**src/rtl/mprf_pkg.sv**
```systemverilog
// Package for the multi-pipe ring FIFO: sizes, operation and status codes,
// and the command/status structs between controller and datapath. No dependencies.
package mprf_pkg;
    localparam int PIPE_COUNT = 16;
    localparam int PIPE_DEPTH = 1024;
    localparam int PID_W      = 4;
    localparam int PTR_W      = $clog2(PIPE_DEPTH);
    localparam int LVL_W      = $clog2(PIPE_DEPTH + 1);
    localparam int ADDR_W     = $clog2(PIPE_COUNT * PIPE_DEPTH);
    localparam int SEL_W      = (PIPE_COUNT > 1) ? $clog2(PIPE_COUNT) : 1;
    localparam int CNT_W      = 11;
    localparam logic [CNT_W-1:0] PROGRESS_MAX = 11'd2047;

    localparam logic [2:0] OP_CREATE = 3'd0;
    localparam logic [2:0] OP_WRITE  = 3'd1;
    localparam logic [2:0] OP_READ   = 3'd2;
    localparam logic [2:0] OP_NBWR   = 3'd3;
    localparam logic [2:0] OP_QUERY  = 3'd4;
    localparam logic [2:0] OP_FLUSH  = 3'd5;

    localparam logic [2:0] ST_OK      = 3'd0;
    localparam logic [2:0] ST_DONE    = 3'd1;
    localparam logic [2:0] ST_INVALID = 3'd2;
    localparam logic [2:0] ST_BLOCK   = 3'd3;
    localparam logic [2:0] ST_NOFREE  = 3'd4;
    localparam logic [2:0] ST_FULL    = 3'd5;
    localparam logic [2:0] ST_PARTIAL = 3'd6;

    typedef struct packed {
        logic [2:0] op;
        logic [PID_W-1:0] pipe_id;
        logic [7:0] data;
        logic       last;
    } t_item;

    typedef struct packed {
        logic [2:0] status;
        logic [7:0] read_data;
        logic [PID_W-1:0] new_pipe;
        logic [CNT_W-1:0] byte_count;
        logic       wake_reader;
        logic       wake_writer;
    } t_result;

    // Controller to datapath.
    typedef struct packed {
        logic execute;   // apply the latched item this cycle
        logic capture;   // latch the input item
        logic take_rd;   // registered RAM read data is valid now
    } t_cmd;

    // Datapath to controller.
    typedef struct packed {
        logic needs_rd;  // latched item is a successful read
    } t_stat;
endpackage

```
**src/rtl/mprf_ctrl.sv**
```systemverilog
// Controller state machine: sequences accept, execute, RAM read and result.
// Depends on mprf_pkg.
module mprf_ctrl import mprf_pkg::*; (
    input  logic  i_clk,
    input  logic  i_rst_n,
    input  logic  i_in_valid,
    output logic  o_in_ready,
    input  logic  i_out_ready,
    output logic  o_out_valid,
    input  t_stat i_stat,
    output t_cmd  o_cmd
);
    typedef enum logic [1:0] {S_IDLE, S_EXEC, S_RDWAIT, S_OUT} t_state;
    t_state r_state, n_state;

    always_comb begin
        n_state = r_state;
        o_cmd   = '0;
        case (r_state)
            S_IDLE: begin
                o_cmd.capture = i_in_valid;
                if (i_in_valid) n_state = S_EXEC;
            end
            S_EXEC: begin
                o_cmd.execute = 1'b1;
                n_state = i_stat.needs_rd ? S_RDWAIT : S_OUT;
            end
            S_RDWAIT: begin
                o_cmd.take_rd = 1'b1;
                n_state = S_OUT;
            end
            S_OUT: begin
                if (i_out_ready) n_state = S_IDLE;
            end
            default: n_state = S_IDLE;
        endcase
    end

    always_ff @(posedge i_clk) begin
        if (!i_rst_n) begin
            r_state <= S_IDLE;
        end else begin
            r_state <= n_state;
        end
    end

    assign o_in_ready  = (r_state == S_IDLE);
    assign o_out_valid = (r_state == S_OUT);
endmodule

```
**config.mk**
```make
export PLATFORM = sky130hd
export DESIGN_NAME = mprf_ctrl
export DESIGN_NICKNAME = d
export VERILOG_FILES = /design/src/rtl/mprf_pkg.sv /design/src/rtl/mprf_ctrl.sv
export SDC_FILE = /design/constraint.sdc
export NUM_CORES = 1
export LEC_CHECK = 0
export ABC_CLOCK_PERIOD_IN_PS = 1550
export BUFFER_PORTS_ARGS = -buffer_cell sky130_fd_sc_hd__buf_4
export CAP_MARGIN = 20
export CORE_AREA = 5 5 42 44
export CTS_CLUSTER_DIAMETER = 200
export CTS_CLUSTER_SIZE = 12
export DETAILED_ROUTE_END_ITERATION = 7
export DIE_AREA = 0 0 47 49
export PLACE_DENSITY = 0.41
export SLEW_MARGIN = 15
export SYNTH_ARGS = -nofsm -noshare
export SYNTH_HDL_FRONTEND = slang
export SYNTH_SLANG_ARGS = --single-unit
```
**constraint.sdc**
```tcl
create_clock -name i_clk -period 1.55 [get_ports i_clk]
set_clock_uncertainty 0.2 [all_clocks]
set_input_delay 0.0775 -clock i_clk [delete_from_list [all_inputs] [get_ports i_clk]]
set_output_delay 0.0775 -clock i_clk [all_outputs]
set_load 0.02 [all_outputs]
```
* Word level (Yosys, flattened, before mapping)
Cells that the tools add are included.
Cells by class: equality and inequality tests 5, mux-type cells 7, reductions and logical operators 2
Operators by type and width (number):
- 2-bit one-hot mux with 4 select lines | 1
- 2-bit equality test (second input constant) | 2
- 1-bit two-way mux | 4
- 2-bit two-way mux | 2
- 2-bit != test (second input constant) | 2
- 2-bit by 1-bit equality test with 1-bit output (second input constant) | 1
- 2-bit logical NOT | 1
- 2-bit AND reduction | 1
Storage, ports and cells: word-level logic and storage cells 15, output and inout bits 5, input port bits 5, register bits after elaboration 2

* Longest topological paths before layout
depth in word-level cells 3, depth in mapped cells 5, gate-level depth less buffers 5

* Least setup slack after synthesis
Ideal clock, no wire load.
kind reg-to-reg, from reg r_state[0], to reg r_state[0], library setup time 70 ps, arrival time 1364 ps, cell stages (with the launch flop) 6, clock period less this slack 1634 ps, path slack -84 ps, data required time 1280 ps, path buffers 0, cells stage by stage dfxtp_1 -> inv_1 -> ha_1 -> nor2b_1 -> or3_1 -> a21oi_1
Between the ends: word-level cells in the longest chain between the ends 3, elaborated cells on any way between the ends 8, classes of those cells eq/ne (5); mux (1); reduce/logical (2)
Ends and longest elaborated chain:
- start, declared | RTL line mprf_ctrl.sv:14 | t_state r_state, n_state;
- start signal, assigned | RTL line mprf_ctrl.sv:43 | r_state <= n_state;
- 2-bit logical NOT *
- named net o_in_ready | RTL line mprf_ctrl.sv:7 | output logic o_in_ready,
- 2-bit != test (no source line)
- 2-bit AND reduction (no source line)
The timed path passes the listed nets; every way through them passes the cells marked *. A chain may end at the register's enable or synchronous reset.

* Worst setup path in the final report
from reg r_state[1], to reg r_state[0]
Between the ends: word-level cells in the longest chain between the ends 3, elaborated cells on any way between the ends 8, classes of those cells eq/ne (5); mux (1); reduce/logical (2)
Ends and longest elaborated chain:
- 2-bit equality test or 2-bit logical NOT (tied branches) | RTL line mprf_ctrl.sv:19 | case (r_state)
- 2-bit != test (no source line)
- 2-bit AND reduction (no source line)
Parallel ways exist; a longest one is shown, timed or not.

==> implementation parameters <==
Parameter                              Value

Status
  Run status    finished, final reports clean

Final layout
  Ratio of cells with drive above 1 in the final layout    approximately two thirds
  Register with the most flip-flops    r_state
  Layout Area Growth over Synthesis    90.5%
  Largest registers    r_state (2)
  Max reg flops    2
  Antenna diode instance count    0
  Post-route cell area    327 sq um
  Final Core Density    a little under a quarter
  Final net count    46

Synthesis
  Dominant synthesized flop cell    dfxtp_1
  Adder-cell share of the synthesized area    29.2%
  Fraction of post-synthesis cell area in the top cell type by area    29.2%
  Synth Instances    19
  Simple-gate share of the synthesized area    27.7%
  Number of warnings issued by yosys    0
  Most common cell in the synthesized netlist    ha_1
  Mean area per synthesized cell    9.02 sq um
  Cell taking the most area after synthesis    ha_1
  Synth Area in XOR/XNOR    0%
  Compound-cell area share of the yosys netlist    about 15%
  Multiplexer area fraction after synthesis    0%
  Number of synthesized flops with an enable pin    0
  Net count of the mapped netlist    28
  FFs w/ async S/R, synth    0%
  Mapped Area    171 sq um
  Number of distinct standard cells referenced by the synthesized netlist    13
  Leading post-synthesis cells by cell area    ha_1 (29%), dfxtp_1 (23%), nor2b_1 (7.3%)
  Largest family of logic cells by synthesized area    adder cells
  Leading post-synthesis cells by instance count    ha_1 (4), dfxtp_1 (2), inv_1 (2), nor2b_1 (2)
  Flip-flop and latch count after synthesis    2
  Sequential-to-total area share from yosys stat    23.4%

Critical path
  Worst flop-to-flop path endpoint    r_state[0]
  Required arrival time at the worst endpoint    1.50 ns
  Maximum fanout along the worst path    3
  Startpoint of the most critical register-to-register path    r_state[1]
  Data arrival time of the worst path    1.44 ns
  Worst setup SP type    flop
  Register-to-Register Setup Slack    roughly 0.054 ns
  Kind of capture point of the worst setup path    flop
  Number of cells on the worst reg-to-reg path    5
  Setup Crit Path Kind    flop to flop

Clock network
  Clock tree buffer depth    2
  Worst-skew pair later-pin latency    0.22 ns
  Cts bufs inserted    3
  Clock-pin slew reported for the worst setup and hold paths after clock tree synthesis    0.03 ns
  Clock tree from TritonCTS    built
  Max H-tree Level    1
  Master cell of the clock root buffer    clkbuf_4
  Clock Sinks    2
  Number of buffers added for setup after CTS    0

Routing
  Number of iterations in the first detailed-routing pass    1
  DRC marker count from the first detailed-route iteration    0
  Final routed wire length divided by cell count    a little over 9 um
  Vias post-DR    between 150 and 200
  Via count normalized by instance count    3.65
  Total Routed Length    around 460 um
  Antenna-violating nets left    0
  DRC violations left    0

Power
  Pleak    0.154 nW
  Cell-internal power    0.000409 W
  Switching power    0.000286 W
  Switching portion of total power    41.2%
  Sequential group share of total power    between 10% and 20%
  Ratio of total power to cell area    2130 mW/mm^2
  Overall power of the completed layout    between 0.0006 and 0.0007 W
  Clock power frac    between 10% and 20%
  Max VDD drop    851 uV
  Share of power burned in combinational logic    68.5%

Floorplan
  Effective utilization at floorplan    12.2%
  Number of rows in the core area    14
  Die Height    49 um
  Core Region    0.00140 sq mm
  Die Area    0.00230 sq mm
  Horizontal extent of the die    47 um
  Count of pins on the block boundary    10

Hold path
  Min-Delay Startpoint    i_out_ready
  Path category of the worst min-delay check    primary input to flop
  Worst Hold Depth    4
  Worst Hold End    r_state[1]

Timing
  Post-route minimum period    1.50 ns
  PnR worst setup slack    0.0537 ns
  Tightest Pin Transition    0.364 ns
  Part of the cycle the worst path needs    96.5%
  Normalized max-slew margin    75.4%
  Setup-failing EPs final    0
  Highest clock frequency the design can meet    about 670 MHz
  Number of max-slew violations in the final report    0
  Final hold vios    0
  Smallest hold slack    roughly 0.086 ns

Placement
  Post-detailed-placement cell area    284 sq um
  Placement-stage worst setup slack    0.0113 ns
  Routability congestion estimate from global placement    0.693
  Total of buffers placed on input and output ports    9
  Placed wire-length estimate    373 um

Global routing
  First-pass GRT wire length    745 um
  Pin count of the biggest net entering global routing    5
  Remaining global-route overflow    0
  Number of global-route vias before repair    190
  Antenna violations before repair    0
  Total Routing Usage GR    4.78%

Job
  Total of max-cap violations    0
[power by group through the flow]
| stage | logic, W | clock network (W) | registers (W) |
|---|---|---|---|
| after floorplan | 0.000270 | 0 | 0.0000997 |
| final | 0.000476 | 0.000112 | 0.000107 |
| after CTS | 0.000457 | 0.000123 | 0.0000981 |
| after detailed placement | 0.000451 | 0 | 0.0000995 |
| after global routing | 0.000526 | 0.000127 | 0.000109 |
| after global placement | 0.000449 | 0 | 0.0000983 |
[placed cells by master, fill, tap and decap left out]
cell type / Yosys / routed
clkbuf_4: 0 / 3
dfxtp_2: 0 / 2
a21oi_2: 0 / 1
o21ai_0: 1 / 1
a21boi_2: 0 / 1
nor2_1: 1 / 1
inv_1: 2 / 1
ha_2: 0 / 1
ha_1: 4 / 3
or3b_1: 1 / 1
buf_4: 0 / 12
and2_2: 1 / 1
inv_2: 0 / 1
nor2b_1: 2 / 2
o41ai_1: 1 / 1
dlygate4sd3_1: 0 / 1
nor2b_2: 1 / 1
or3_1: 1 / 1
[cell type report]
cell class,instances,area [sq um]
clock buffers,3,22.5
fillers,165,1070
inverters,2,7.51
multi-input cells,15,134
flip-flops and latches,2,42.5
well taps,16,20.0
repair buffers,13,100
[routing by layer]
layer,track usage (%),part of all wire (%)
met5,0,0
met4,4.15,0
met3,2.95,16
met2,5.66,37
met1,5.69,48
[worst max-delay path: stages, from the launching register on]
cell and delay, ns:
dfxtp_2 0.33, inv_1 0.06, ha_2 0.17, nor2b_1 0.14, or3_1 0.39, a21oi_2 0.14
[how the worst max path moves through the flow]
stage          slack, ns  depth (start not counted)    endpoint  startpoint
3_3_place_gp        0.03                          5  r_state[0]  r_state[1]
2_1_floorplan      0.002                          5  r_state[0]  r_state[0]
5_1_grt           -0.005                          5  r_state[0]  r_state[1]
3_5_place_dp        0.01                          5  r_state[1]  r_state[0]
4_1_cts           0.0002                          5    o_cmd[1]  r_state[0]
6_report            0.05                          5  r_state[0]  r_state[1]
[kinds of logic after synthesis]
family / count (synthesis)
and+or+nand+nor: 7
AOI/OAI and AO/OA: 4
adders and majority gates: 4
buffers and inverters: 2
DFF: 2
[metrics by stage]
step / setup TNS, ns / cells
final: 0 / 51
after global routing: -0.00451 / 51
after CTS: 0 / 51
after detailed placement: 0 / 47
after global placement: 0 / 47
after floorplan: 0 / 19
[what timing repair did]
item                                    CTS  global route
hold buffers                              1             0
endpoints found under the setup margin    0             3
endpoints found under the hold margin     2             0
resized for setup                         0             5
No activity file was read; power rests on OpenSTA's default activity.
